File: config.mk
export PLATFORM = sky130hd
export DESIGN_NAME = w3sf_kernel
export DESIGN_NICKNAME = d
export VERILOG_FILES = /design/src/hw/rtl/w3sf_pkg.sv /design/src/hw/rtl/w3sf_kernel.sv
export SDC_FILE = /design/constraint.sdc
export NUM_CORES = 1
export LEC_CHECK = 0
export BUFFER_PORTS_ARGS = -buffer_cell sky130_fd_sc_hd__buf_2
export CORE_MARGIN = 3
export CORE_UTILIZATION = 50
export DETAILED_ROUTE_END_ITERATION = 10
export HOLD_SLACK_MARGIN = 0.1
export PLACE_DENSITY = 0.71
export SKIP_LAST_GASP = 1
export SLEW_MARGIN = 0
export SYNTH_ARGS = -nofsm -noshare
export SYNTH_HDL_FRONTEND = slang
export SYNTH_SLANG_ARGS = --single-unit
File: constraint.sdc
create_clock -name clk_i -period 7.4 [get_ports clk_i]
set_input_delay 1.48 -clock clk_i [delete_from_list [all_inputs] [get_ports clk_i]]
set_output_delay 1.48 -clock clk_i [all_outputs]
set_load 0.05 [all_outputs]
File: src/hw/rtl/w3sf_pkg.sv
package w3sf_pkg;

  localparam int PIX_W      = 8;
  localparam int OUT_ROW_W  = 12;
  localparam int OUT_COL_W  = 11;
  localparam int MODE_W     = 2;
  localparam int IMG_W_W    = 12;
  localparam int IMG_H_W    = 13;
  localparam int CFG_IDX_W  = 2;
  localparam int CFG_DATA_W = 13;
  localparam int SUM_W      = 12;

  localparam logic [IMG_W_W-1:0] IMG_W_RST = 12'd640;
  localparam logic [IMG_H_W-1:0] IMG_H_RST = 13'd480;

  // floor(x / 9) == (x * 7282) >> 16 for every 9-tap byte sum
  localparam int MEAN_RECIP_W = 13;
  localparam logic [MEAN_RECIP_W-1:0] MEAN_RECIP = 13'd7282;
  localparam int MEAN_SHIFT = 16;
  localparam int GAUSS_SHIFT = 4;

  typedef enum logic [MODE_W-1:0] {
    MODE_MEAN   = 2'd0,
    MODE_GAUSS  = 2'd1,
    MODE_MEDIAN = 2'd2
  } mode_e;

  typedef enum logic [CFG_IDX_W-1:0] {
    REG_FILTER_MODE  = 2'd0,
    REG_IMAGE_WIDTH  = 2'd1,
    REG_IMAGE_HEIGHT = 2'd2
  } reg_idx_e;

  // 3x3 window, row-major, element 0 = oldest row / oldest column
  typedef logic [8:0][PIX_W-1:0] win_t;

  // Per-pixel bookkeeping that travels alongside the filter pipeline
  typedef struct packed {
    logic [PIX_W-1:0]     pix;
    logic [OUT_ROW_W-1:0] b_row;
    logic [OUT_COL_W-1:0] b_col;
    logic [OUT_ROW_W-1:0] f_row;
    logic [OUT_COL_W-1:0] f_col;
    logic                 brd;
    logic                 flt;
  } meta_t;

  typedef struct packed {
    logic [PIX_W-1:0]     pixel_out;
    logic [OUT_ROW_W-1:0] out_row;
    logic [OUT_COL_W-1:0] out_col;
    logic                 is_border;
    logic                 last_of_run;
  } res_t;

  typedef struct packed {
    logic [PIX_W-1:0] lo;
    logic [PIX_W-1:0] mid;
    logic [PIX_W-1:0] hi;
  } trio_t;

  function automatic logic [PIX_W-1:0] min2(logic [PIX_W-1:0] a, logic [PIX_W-1:0] b);
    return (a < b) ? a : b;
  endfunction

  function automatic logic [PIX_W-1:0] max2(logic [PIX_W-1:0] a, logic [PIX_W-1:0] b);
    return (a < b) ? b : a;
  endfunction

  function automatic logic [PIX_W-1:0] med3(logic [PIX_W-1:0] a, logic [PIX_W-1:0] b,
                                            logic [PIX_W-1:0] c);
    return max2(min2(a, b), min2(max2(a, b), c));
  endfunction

  function automatic trio_t sort3(logic [PIX_W-1:0] a, logic [PIX_W-1:0] b,
                                  logic [PIX_W-1:0] c);
    trio_t t;
    t.lo  = min2(min2(a, b), c);
    t.mid = med3(a, b, c);
    t.hi  = max2(max2(a, b), c);
    return t;
  endfunction

endpackage

File: src/hw/rtl/w3sf_kernel.sv
module w3sf_kernel (
  input  logic                        clk_i,
  input  logic                        rst_ni,
  input  logic                        en_i,
  input  logic                        valid_i,
  input  w3sf_pkg::win_t              win_i,
  input  w3sf_pkg::meta_t             meta_i,
  input  logic [w3sf_pkg::MODE_W-1:0] mode_i,
  output logic                        valid_o,
  output logic [w3sf_pkg::PIX_W-1:0]  pixel_o,
  output w3sf_pkg::meta_t             meta_o
);
  import w3sf_pkg::*;

  localparam int PROD_W = SUM_W + MEAN_RECIP_W;

  // first stage: sums and per-row sort
  logic [SUM_W-1:0] sum_d, sum_q;
  logic [SUM_W-1:0] gsum_d, gsum_q;
  trio_t [2:0]      rows_d, rows_q;
  meta_t            meta3_q;
  logic             v3_q;

  // second stage: scaled linear result and median candidates
  logic [PROD_W-1:0] prod;
  logic [PIX_W-1:0]  lin_d, lin_q;
  logic [PIX_W-1:0]  maxlo_d, maxlo_q, medmid_d, medmid_q, minhi_d, minhi_q;
  meta_t             meta4_q;
  logic              v4_q;

  always_comb begin
    sum_d = SUM_W'(win_i[0]) + SUM_W'(win_i[1]) + SUM_W'(win_i[2])
          + SUM_W'(win_i[3]) + SUM_W'(win_i[4]) + SUM_W'(win_i[5])
          + SUM_W'(win_i[6]) + SUM_W'(win_i[7]) + SUM_W'(win_i[8]);
    gsum_d = SUM_W'(win_i[0]) + (SUM_W'(win_i[1]) << 1) + SUM_W'(win_i[2])
           + (SUM_W'(win_i[3]) << 1) + (SUM_W'(win_i[4]) << 2) + (SUM_W'(win_i[5]) << 1)
           + SUM_W'(win_i[6]) + (SUM_W'(win_i[7]) << 1) + SUM_W'(win_i[8]);
    for (int i = 0; i < 3; i++) begin
      rows_d[i] = sort3(win_i[3*i], win_i[3*i+1], win_i[3*i+2]);
    end
  end

  always_ff @(posedge clk_i) begin
    if (en_i) begin
      sum_q   <= sum_d;
      gsum_q  <= gsum_d;
      rows_q  <= rows_d;
      meta3_q <= meta_i;
    end
  end

  always_comb begin
    prod     = PROD_W'(sum_q) * PROD_W'(MEAN_RECIP);
    lin_d    = (mode_i == MODE_MEAN) ? prod[MEAN_SHIFT +: PIX_W]
                                     : gsum_q[GAUSS_SHIFT +: PIX_W];
    maxlo_d  = max2(max2(rows_q[0].lo, rows_q[1].lo), rows_q[2].lo);
    medmid_d = med3(rows_q[0].mid, rows_q[1].mid, rows_q[2].mid);
    minhi_d  = min2(min2(rows_q[0].hi, rows_q[1].hi), rows_q[2].hi);
  end

  always_ff @(posedge clk_i) begin
    if (en_i) begin
      lin_q    <= lin_d;
      maxlo_q  <= maxlo_d;
      medmid_q <= medmid_d;
      minhi_q  <= minhi_d;
      meta4_q  <= meta3_q;
    end
  end

  always_ff @(posedge clk_i or negedge rst_ni) begin
    if (!rst_ni) begin
      v3_q <= 1'b0;
      v4_q <= 1'b0;
    end else if (en_i) begin
      v3_q <= valid_i;
      v4_q <= v3_q;
    end
  end

  // unused mode code falls to the median
  assign pixel_o = (mode_i == MODE_MEAN || mode_i == MODE_GAUSS) ? lin_q
                 : med3(maxlo_q, medmid_q, minhi_q);
  assign meta_o  = meta4_q;
  assign valid_o = v4_q;

endmodule

* Word-level counts from Yosys, hierarchy flattened
Cells that the tools add are included.
** Operators by class
- Add/subtract/negate cells :: 16
- $mul :: 1
- Magnitude comparators :: 22
- Eq/ne operators :: 1
- Multiplexer cells :: 32
- Reduce and logical (&&, ||, !) cells :: 2
** Operators by type and width (count)
- 8-bit 2-to-1 mux :: 32
- 8-bit < comparator :: 22
- 12-bit by 8-bit adder with 12-bit output :: 6
- 12-bit by 9-bit adder with 12-bit output :: 2
- 12-bit by 12-bit multiplier with 23-bit output, second input constant :: 1
- 10-bit by 8-bit adder with 11-bit output :: 2
- 11-bit by 8-bit adder with 12-bit output :: 1
- 11-bit by 9-bit adder with 12-bit output :: 1
- 12-bit by 10-bit adder with 12-bit output :: 1
- 8-bit by 9-bit adder with 10-bit output :: 1
- 9-bit by 8-bit adder with 10-bit output :: 1
- 8-bit by 8-bit adder with 9-bit output :: 1
- 2-bit by 1-bit equality test with 1-bit output, second input constant :: 1
- 2-bit zero test :: 1
- 1-bit logical OR :: 1
** Word-level totals
- Register bits :: 242
- Word-level logic and storage cells :: 105

* Logic depth before layout (Yosys ltp)
Gate-level depths: netlist of the first run.
- Depth in word-level cells :: 8
- Gate-level depth with buffers :: 26

* Worst setup path before layout of the first run
No wires, ideal clock.
- Kind :: register to output
- Start :: register maxlo_q[6]
- End :: output pixel_o[1] in the netlist's numbering
- Data arrival time :: 5.741 ns
- Required time :: 5.920 ns
- Slack :: 0.179 ns
- Stages on the path, launching flop included :: 23
- Buffers on the path :: 2
- Path through :: edfxtp_1 ha_1 and4_1 o21ai_0 o211a_1 nor2_2 buf_2 mux2_2 ha_1 and4_1 o221ai_1 nand2_1 o31a_1 clkbuf_1 mux2_2 inv_1 ha_1 o2111ai_1 nor2_1 nor3b_1 a221oi_4 mux2i_1 a21oi_1
** Between the ends
- Longest elaborated chain between the ends :: 7
- Elaborated cells between the ends (all ways) :: 8
** RTL lines
- start: declaration :: line w3sf_kernel.sv:27 : logic [PIX_W-1:0] maxlo_d, maxlo_q, medmid_d, medmid_q, minhi_d, minhi_q;
- start signal: assignment :: line w3sf_kernel.sv:64 : maxlo_q <= maxlo_d;
- 8-bit < comparator :: line w3sf_pkg.sv:63, w3sf_pkg.sv:67
- 8-bit 2-to-1 mux :: line w3sf_pkg.sv:67 : return (a < b) ? b : a;
- 8-bit < comparator :: line w3sf_pkg.sv:63 : return (a < b) ? a : b;
- 8-bit 2-to-1 mux :: line w3sf_pkg.sv:63
- 8-bit < comparator :: line w3sf_pkg.sv:67
- 8-bit 2-to-1 mux (*) :: line w3sf_pkg.sv:67
- 8-bit 2-to-1 mux (*) :: line w3sf_kernel.sv:82 : assign pixel_o = (mode_i == MODE_MEAN || mode_i == MODE_GAUSS) ? lin_q
- end: declaration :: line w3sf_kernel.sv:10 : output logic [w3sf_pkg::PIX_W-1:0] pixel_o,
Mark *: on every way between the ends. The rest lies on a longest branch, timed or not.

* Worst setup path in the final report of the first run
- Start :: register maxlo_q[5]
- End :: output pixel_o[6] in the netlist's numbering
Same word-level chain as after synthesis.

==> results.ini, run 1 <==
[worst_setup_path]
crit_path_cell_trace = ha_1, and4_1, o21ai_0, o211a_1, nor2_4, buf_6, mux2_2, ha_4, a211o_1, nor2_1, nand2_1, o31a_1, mux2_4, inv_1, ha_1, o211ai_1, nor2_2, nor3b_4, a221oi_4, buf_6, mux2i_1, a21oi_1, buf_4
reg2reg_slack_ns = 1.33
crit_family = compound AO/OA/AOI/OAI gates
crit_fanout = 7
reg2reg_depth = 23
timing.rr.end = medmid_q[0]
cp-end-kind = output pin
critical_path_arrival_ns = 5.72
crit_buf_inv = 4
start_kind = flip-flop
cp.depth = 23
critPathSlowestCell = edfxtp_1
crit_required_ns = 5.92
crit_type = flip-flop to output pin
reg2reg_from = rows_q[39]
critPathLaunch = maxlo_q[5]
crit_path_max_incr_delay_ns = 0.41
critPathCapture = pixel_o[6]

[floorplan]
core.rowCount = 70
core_um2 = 37100
dieWidth_um = 202
start_util = 0.515
dieHeight_um = 202
die-area_um2 = 40600
boundaryPins = 199

[synthesis]
synth_top_cell_area_share = 0.371
netlist_top_cells_area = edfxtp_1, ha_1, fa_1
yosys_warnings = 0
ys_top_cells_by_count = ha_1, edfxtp_1, inv_1, fa_1, mux2_2
avgSynthCellArea_um2 = 12.0
netlist_instances = 1596
synth_most_common_cell = ha_1
synth_flop_cell = edfxtp_1
synth_area_um2 = 19100
synthArstFlopShare = 0.00840
ys_types = 75
synth-edff-count = 236
yosysTopAreaCell = edfxtp_1
synth-seq-cells = 238
yosysSeqAreaShare = 0.373
syn-num-nets = 2114

[sta]
setup_tns_ns = 0
hold_violations = 0
finalHoldWorstSlack_ns = 0.409
drv_slew = 0
setup_violations = 0
slew_headroom = 0.478
fin_crit_sh = 0.972
max_freq_mhz = 139
tightest_slew_ns = 0.782
clock_skew_ns = 0.0205
fin_crit_ns = 7.20
setup_slack_ns = 0.205

[clocking]
clk_latency_ns = 0.56
cts_tree = built
clk_path_buf_depth = 3
cts_buffers = 27
clk_pin_slew_ns = 0.06
cts_max_level = 1
ctsHoldBuffers = 0
cts_sinks = 238
root_buffer = clkbuf_16

[place]
hpwl_mm = 38.4
place_ws_ns = 0.222
io_buffers = 198
place_congestion = 0.958

[global_route]
grt_overflow = 0
grt_pass1_vias = 13200
globalRouteMet2Util = 0.378
antenna_found_initial = 3
grt.busiest_layer = met2
grtUsageTotal = 0.231
grt_first_pass_wirelength_mm = 73.1
grt_max_degree = 138
grtUsageMet3 = 0.0432
use_met1 = 0.308

[cells_and_area]
multi_input_area_um2 = 11100
area_delta_synth_final_pct = 14.8
layout-drive-gt1-share = 0.221
ff_latch_area_um2 = 7140
diodes = 0
fin_nets = 2342
fillers = 3055

[routing]
drc = 0
wl_mm = 46.9
viasPerCell = 5.48
ant_nets = 0
drt_iter0_drc = 876
wl_per_cell_um = 20.0
num_vias = 12900
drt-pass1-iter-count = 5

[outcome]
outcome = complete, no violations

[run]
maxCapViolations = 0

[hold_path]
hold_class = flip-flop to flip-flop

-- routing by layer --
metal  vias to the layer above  share of wire
met3                       107          0.071
li1                       6154              -
met5                         -        0.00058
met2                       419           0.47
met4                         4          0.041
met1                      6181           0.42
-- layout by cell type, fill, tap and decap left out, types with 5 or more instances in the layout --
cell type,instances
ha_1,244
inv_1,236
edfxtp_1,236
buf_2,191
fa_1,136
mux2_2,88
nand2_1,83
o21ai_0,79
mux2i_1,77
a21oi_1,67
nor2_1,62
a21o_1,28
clkbuf_16,27
buf_4,27
xnor2_1,20
o21a_1,13
nand4_1,13
nand2b_1,12
nand3_1,12
o211ai_1,11
a211oi_1,11
nor2b_1,10
nor3_1,9
a21oi_2,8
a211o_1,6
bufinv_16,6
and3_1,5
mux2_4,5
buf_6,5
-- sequential cells by signal (all words and copies together) (netlist names) --
signal	cells
gsum_q	8
lin_q	8
maxlo_q	8
medmid_q	8
meta3_q	56
meta_o	56
minhi_q	8
rows_q	72
sum_q	12
v3_q	1
valid_o	1
-- final cells by class --
type                    count  share of cell area
clock buffers              28              0.0310
well taps                 504              0.0287
clock inverters            20              0.0128
multi-input cells        1096               0.505
repair buffers            225              0.0570
flip-flops and latches    238               0.325
inverters                 236              0.0404
-- cells by family after synthesis --
logic type | count (synthesis) | synth area share
fa+ha+maj | 384 | 0.305
compound gates | 276 | 0.101
buf+inv | 262 | 0.0530
simple gates | 239 | 0.0601
flops | 238 | 0.373
mux | 173 | 0.0971
xor+xnor | 24 | 0.0110
-- worst min path at each step --
stage | from | depth (start not counted) | slack (ns) | to
after CTS | meta3_q[33] | 0 | 0.41 | meta_o[33]
final | meta3_q[33] | 0 | 0.41 | meta_o[33]
after detailed placement | meta3_q[0] | 0 | 0.40 | meta_o[0]
after global routing | meta3_q[39] | 0 | 0.42 | meta_o[39]
after floorplan | meta3_q[0] | 0 | 0.40 | meta_o[0]
after global placement | meta3_q[34] | 0 | 0.40 | meta_o[34]
-- what timing repair did --
item	CTS	global route
pin swaps	1	15
gates cloned	0	1
endpoints found under the setup margin	8	8
gates resized for setup	10	24
endpoints found under the hold margin	0	0
buffers inserted	2	9
-- stage by stage --
stage / util / instances / area (um^2)
detailed placement: 0.559 / 2287 / 20700
global placement: 0.559 / 2287 / 20700
global route: 0.591 / 2347 / 21900
CTS: 0.586 / 2337 / 21800
finish: 0.591 / 2347 / 21900
floorplan: - / 1596 / 19100
Power of run 1 is left out: the tool's default activity adds up to more than one toggle a clock period on the data nets, which glitch-free logic cannot reach.
==> run 2: changes to the inputs <==
==> constraint.sdc (replaced) <==
create_clock -name clk_i -period 6.8 [get_ports clk_i]
set_input_delay 1.36 -clock clk_i [delete_from_list [all_inputs] [get_ports clk_i]]
set_output_delay 1.36 -clock clk_i [all_outputs]
set_load 0.05 [all_outputs]
==> results.ini, run 2 (same netlist as run 1, synthesis figures left out) <==
[worst_setup_path]
crit_fanout = 8  ; was 7
crit_type = flip-flop to output pin  ; unchanged
critPathSlowestCell = edfxtp_1  ; unchanged
start_kind = flip-flop  ; unchanged
crit_path_max_incr_delay_ns = 0.39  ; was 0.41 ns
critical_path_arrival_ns = 5.56  ; was 5.72 ns
cp-end-kind = output pin  ; unchanged
crit_path_cell_trace = ha_1, a211o_1, o211ai_1, o211a_1, nor2_4, buf_6, mux2_4, ha_4, a211o_1, nor2_1, nand2_1, o31a_1, buf_4, mux2_4, inv_2, ha_4, o2111ai_4, nor2_2, nor3b_4, a221oi_4, buf_12, mux2i_4, a21oi_4, buf_6  ; was ha_1, and4_1, o21ai_0, o211a_1, nor2_4, buf_6, mux2_2, ha_4, a211o_1, nor2_1, nand2_1, o31a_1, mux2_4, inv_1, ha_1, o211ai_1, nor2_2, nor3b_4, a221oi_4, buf_6, mux2i_1, a21oi_1, buf_4
crit_required_ns = 5.44  ; was 5.92 ns

[clocking]
root_buffer = clkbuf_16  ; unchanged
ctsHoldBuffers = 0  ; unchanged
cts_buffers = 28  ; was 27
cts_max_level = 1  ; unchanged
clk_pin_slew_ns = 0.06  ; about the same
cts_sinks = 238  ; unchanged
cts_tree = built  ; unchanged
clk_latency_ns = 0.56  ; about the same
clk_path_buf_depth = 3  ; unchanged

[sta]
clock_skew_ns = 0.00888  ; was 0.0205 ns
slew_headroom = 0.323  ; was 0.478
drv_slew = 0  ; unchanged
rsz0062_at_grt = yes
hold_violations = 0  ; unchanged
setup_slack_ns = -0.119  ; was 0.205 ns
max_freq_mhz = 145
fin_crit_sh = 1.02
tightest_slew_ns = 1.02  ; was 0.782 ns
fin_crit_ns = 6.92
setup_violations = 8  ; was 0
setup_tns_ns = -0.797  ; was 0 ns

[routing]
wl_per_cell_um = 20.1  ; was 20.0 um
drt-pass1-iter-count = 7  ; was 5
ant_nets = 0  ; unchanged
drc = 0  ; unchanged
wl_mm = 48.0  ; was 46.9 mm
viasPerCell = 5.46  ; was 5.48
num_vias = 13000  ; was 12900
drt_iter0_drc = 972  ; was 876

[floorplan]
boundaryPins = 199  ; unchanged
core.rowCount = 70  ; unchanged
die-area_um2 = 40600  ; unchanged
core_um2 = 37100  ; unchanged
dieWidth_um = 202  ; unchanged
dieHeight_um = 202  ; unchanged
start_util = 0.515  ; unchanged

[cells_and_area]
largest_register = rows_q  ; unchanged
largest_reg_flops = 72  ; unchanged
area_delta_synth_final_pct = 17.6  ; was 14.8%
layout-drive-gt1-share = 0.242  ; was 0.221
final_common_cell = ha_1  ; unchanged
fillers = 3080  ; was 3055
fin_nets = 2381  ; was 2342
final_cell_mix = ha_1, edfxtp_1, inv_1  ; was ha_1, inv_1, edfxtp_1

[global_route]
grt_max_degree = 138  ; unchanged
antenna_found_initial = 3  ; unchanged
grt_overflow = 0  ; unchanged
grtUsageTotal = 0.237  ; was 0.231
grt_first_pass_wirelength_mm = 75.3  ; was 73.1 mm
grt_pass1_vias = 13600  ; was 13200

[place]
place_congestion = 1.00  ; was 0.958
io_buffers = 198  ; unchanged
hpwl_mm = 39.6  ; was 38.4 mm

[run]
maxCapViolations = 0  ; unchanged

[outcome]
outcome = complete, but fails checks  ; was complete, no violations
violations = negative setup slack

[hold_path]
hold_class = flip-flop to flip-flop  ; unchanged

## run 2: critical path, delay by kind of cell, from the launching register on
family / cells / cell delay, ns
compound gates: 8 / 1.69
fa+ha+maj: 3 / 0.77
buf+inv: 5 / 0.73
flops: 1 / 0.39
mux: 3 / 0.92
simple gates: 5 / 0.47
## run 2: path summary, 6_finish.rpt
kind | to | slack, ns | from | cells past startpoint
setup reg to reg | medmid_q[0] | 0.62 | rows_q[34] | 23
setup / recovery | pixel_o[4] | -0.12 | maxlo_q[4] | 24
hold reg to reg | meta_o[43] | 0.41 | meta3_q[43] | 0
min in group asynchronous | v3_q | 0.57 | rst_ni | 1
hold / removal | meta_o[43] | 0.41 | meta3_q[43] | 0
max in group asynchronous | valid_o | 6.14 | rst_ni | 1
## run 2: metal layers
metal	GRT usage	wire [um]
met1	0.321	20800
met2	0.401	23000
met3	0.0327	2790
met4	0.0658	1400
met5	0	29
## run 2: what timing repair did
| action | in CTS | in global routing |
|---|---|---|
| pin swaps | 23 | 11 |
| endpoints found under the hold margin | 0 | 0 |
| buffers inserted | 19 | 1 |
| setup endpoints to repair | 8 | 8 |
| gates resized for setup | 55 | 9 |
## run 2: cell type report
cell class	count	area, um^2	share of cell area
Antenna cell	1	2.50	0.000111
Clock inverter	16	255	0.0114
Inverter	236	886	0.0394
Tap cell	504	631	0.0281
Sequential cell	238	7140	0.317
Multi-Input combinational cell	1096	11300	0.501
Timing Repair Buffer	263	1580	0.0704
Clock buffer	34	723	0.0322
## run 2: per-stage QoR
step | util | hold WS [ns] | area (um^2) | setup slack (ns) | std cells
after detailed placement | 0.566 | 0.405 | 21000 | 0.0527 | 2317
after global routing | 0.605 | 0.421 | 22500 | -0.340 | 2388
final | 0.605 | 0.413 | 22500 | -0.119 | 2388
after global placement | 0.566 | 0.400 | 21000 | 0.170 | 2317
after floorplan | - | 0.400 | 19200 | -0.0236 | 1596
after CTS | 0.604 | 0.413 | 22400 | -0.138 | 2386
Power of run 2 is left out for the same reason.
==> run 3: changes to the inputs <==
--- a/config.mk
+++ b/config.mk
@@ -10,6 +10,7 @@
 export CORE_UTILIZATION = 50
 export DETAILED_ROUTE_END_ITERATION = 10
 export HOLD_SLACK_MARGIN = 0.1
+export MAX_ROUTING_LAYER = met4
 export PLACE_DENSITY = 0.71
 export SKIP_LAST_GASP = 1
 export SLEW_MARGIN = 0
==> results.ini, run 3 (same netlist as run 1, synthesis figures left out) <==
[outcome]
outcome = complete, but fails checks  ; unchanged
violations = negative setup slack  ; unchanged

[worst_setup_path]
reg2reg_from = rows_q[37]  ; was rows_q[34]
start_kind = flip-flop  ; unchanged
reg2reg_slack_ns = 0.82  ; was 0.62 ns
cp_common_cell = buf_6
critPathSlowestCell = edfxtp_1  ; unchanged
crit_required_ns = 5.44  ; about the same
cp.depth = 25  ; was 24
crit_fanout = 4  ; was 8
crit_type = flip-flop to output pin  ; unchanged
crit_family = compound AO/OA/AOI/OAI gates  ; unchanged
reg2reg_depth = 23  ; unchanged
crit_path_max_incr_delay_ns = 0.47  ; was 0.39 ns
timing.rr.end = medmid_q[0]  ; unchanged
crit_buf_inv = 6  ; was 5
cp-end-kind = output pin  ; unchanged
critical_path_arrival_ns = 5.74  ; was 5.56 ns

[hold_path]
hold_end = meta_o[51]  ; was meta_o[43]
hold_class = flip-flop to flip-flop  ; unchanged
hp-start = meta3_q[51]  ; was meta3_q[43]
hold_depth = 0  ; unchanged

[run]
maxCapViolations = 0  ; unchanged

[floorplan]
core_um2 = 37100  ; unchanged
dieHeight_um = 202  ; unchanged
boundaryPins = 199  ; unchanged
dieWidth_um = 202  ; unchanged
die-area_um2 = 40600  ; unchanged
core.rowCount = 70  ; unchanged
start_util = 0.515  ; unchanged

[routing]
drt-pass1-iter-count = 5  ; was 7
viasPerCell = 5.47  ; was 5.46
drt_iter0_drc = 842  ; was 972
wl_per_cell_um = 20.2  ; was 20.1 um
num_vias = 13100  ; was 13000
wl_mm = 48.3  ; was 48.0 mm
drc = 0  ; unchanged
ant_nets = 0  ; unchanged

[clocking]
cts_max_level = 1  ; unchanged
clk_latency_ns = 0.57  ; was 0.56 ns
ctsHoldBuffers = 0  ; unchanged
clk_path_buf_depth = 3  ; unchanged
cts_buffers = 27  ; was 28
clk_pin_slew_ns = 0.06  ; about the same
cts_sinks = 238  ; unchanged
root_buffer = clkbuf_16  ; unchanged
cts_tree = built  ; unchanged

[cells_and_area]
final_common_cell = edfxtp_1  ; was ha_1
final_cell_mix = edfxtp_1, ha_1, inv_1  ; was ha_1, edfxtp_1, inv_1
fin_util = 0.607  ; was 0.605
area_delta_synth_final_pct = 17.9  ; was 17.6%
fin_area_um2 = 22500  ; about the same
largest_reg_flops = 72  ; unchanged
layout-drive-gt1-share = 0.247  ; was 0.242
largest_register = rows_q  ; unchanged
fin_nets = 2382  ; was 2381

[global_route]
grt_first_pass_wirelength_mm = 73.3  ; was 75.3 mm
grt_pass1_vias = 13400  ; was 13600
grt_overflow = 0  ; unchanged
grt_max_degree = 130  ; was 138
grtUsageTotal = 0.238  ; was 0.237
antenna_found_initial = 3  ; unchanged

[place]
post_dp_cell_area_um2 = 21000  ; about the same
place_congestion = 1.00  ; about the same
place_ws_ns = 0.0237  ; was 0.0527 ns
hpwl_mm = 39.1  ; was 39.6 mm
io_buffers = 198  ; unchanged

[sta]
slew_headroom = 0.370  ; was 0.323
setup_violations = 8  ; unchanged
fin_crit_ns = 7.10  ; was 6.92 ns
fin_crit_sh = 1.04  ; was 1.02
drv_slew = 0  ; unchanged
clock_skew_ns = 0.0155  ; was 0.00888 ns
setup_slack_ns = -0.299  ; was -0.119 ns
rsz0062_at_grt = yes  ; unchanged
max_freq_mhz = 141  ; was 145 MHz
hold_violations = 0  ; unchanged
tightest_slew_ns = 0.946  ; was 1.02 ns

## run 3: what timing repair did
action,in CTS,in global routing
setup endpoints to repair,8,8
resized for setup,58,22
cloned,1,0
buffers inserted,18,6
pin swaps,23,20
## run 3: area by class of cell
class / count / area (um^2)
fill: 3032 / 14600
sequential: 238 / 7140
multi-input combinational: 1097 / 11400
inverter: 236 / 886
timing repair buffer: 264 / 1610
antenna: 3 / 7.51
clock buffer: 32 / 694
clock inverter: 18 / 164
tap: 504 / 631
## run 3: worst max path at each step
stage | slack [ns] | end | from
6_report | -0.30 | pixel_o[6] | maxlo_q[6]
5_1_grt | -0.53 | pixel_o[6] | maxlo_q[5]
4_1_cts | -0.12 | pixel_o[4] | medmid_q[4]
3_5_place_dp | 0.02 | pixel_o[3] | maxlo_q[5]
3_3_place_gp | 0.15 | rows_q[39] | win_i[38]
2_1_floorplan | -0.02 | pixel_o[1] | maxlo_q[6]
## run 3: through the flow
step | std cells | TNS (ns) | hold WS (ns)
detailed placement | 2314 | 0 | 0.405
floorplan | 1596 | -0.0236 | 0.400
global route | 2391 | -3.74 | 0.424
finish | 2392 | -1.94 | 0.414
CTS | 2383 | -0.617 | 0.412
global placement | 2314 | 0 | 0.400
## run 3: layer usage
metal,share of wire,GRT usage,vias up,routed length [um]
met2,0.48,0.386,394,22900
li1,-,-,6243,-
met3,0.063,0.0375,79,3060
met4,0.030,0.0733,0,1470
met1,0.43,0.311,6378,20800
met5,0,-,-,0
Power of run 3 is left out for the same reason.
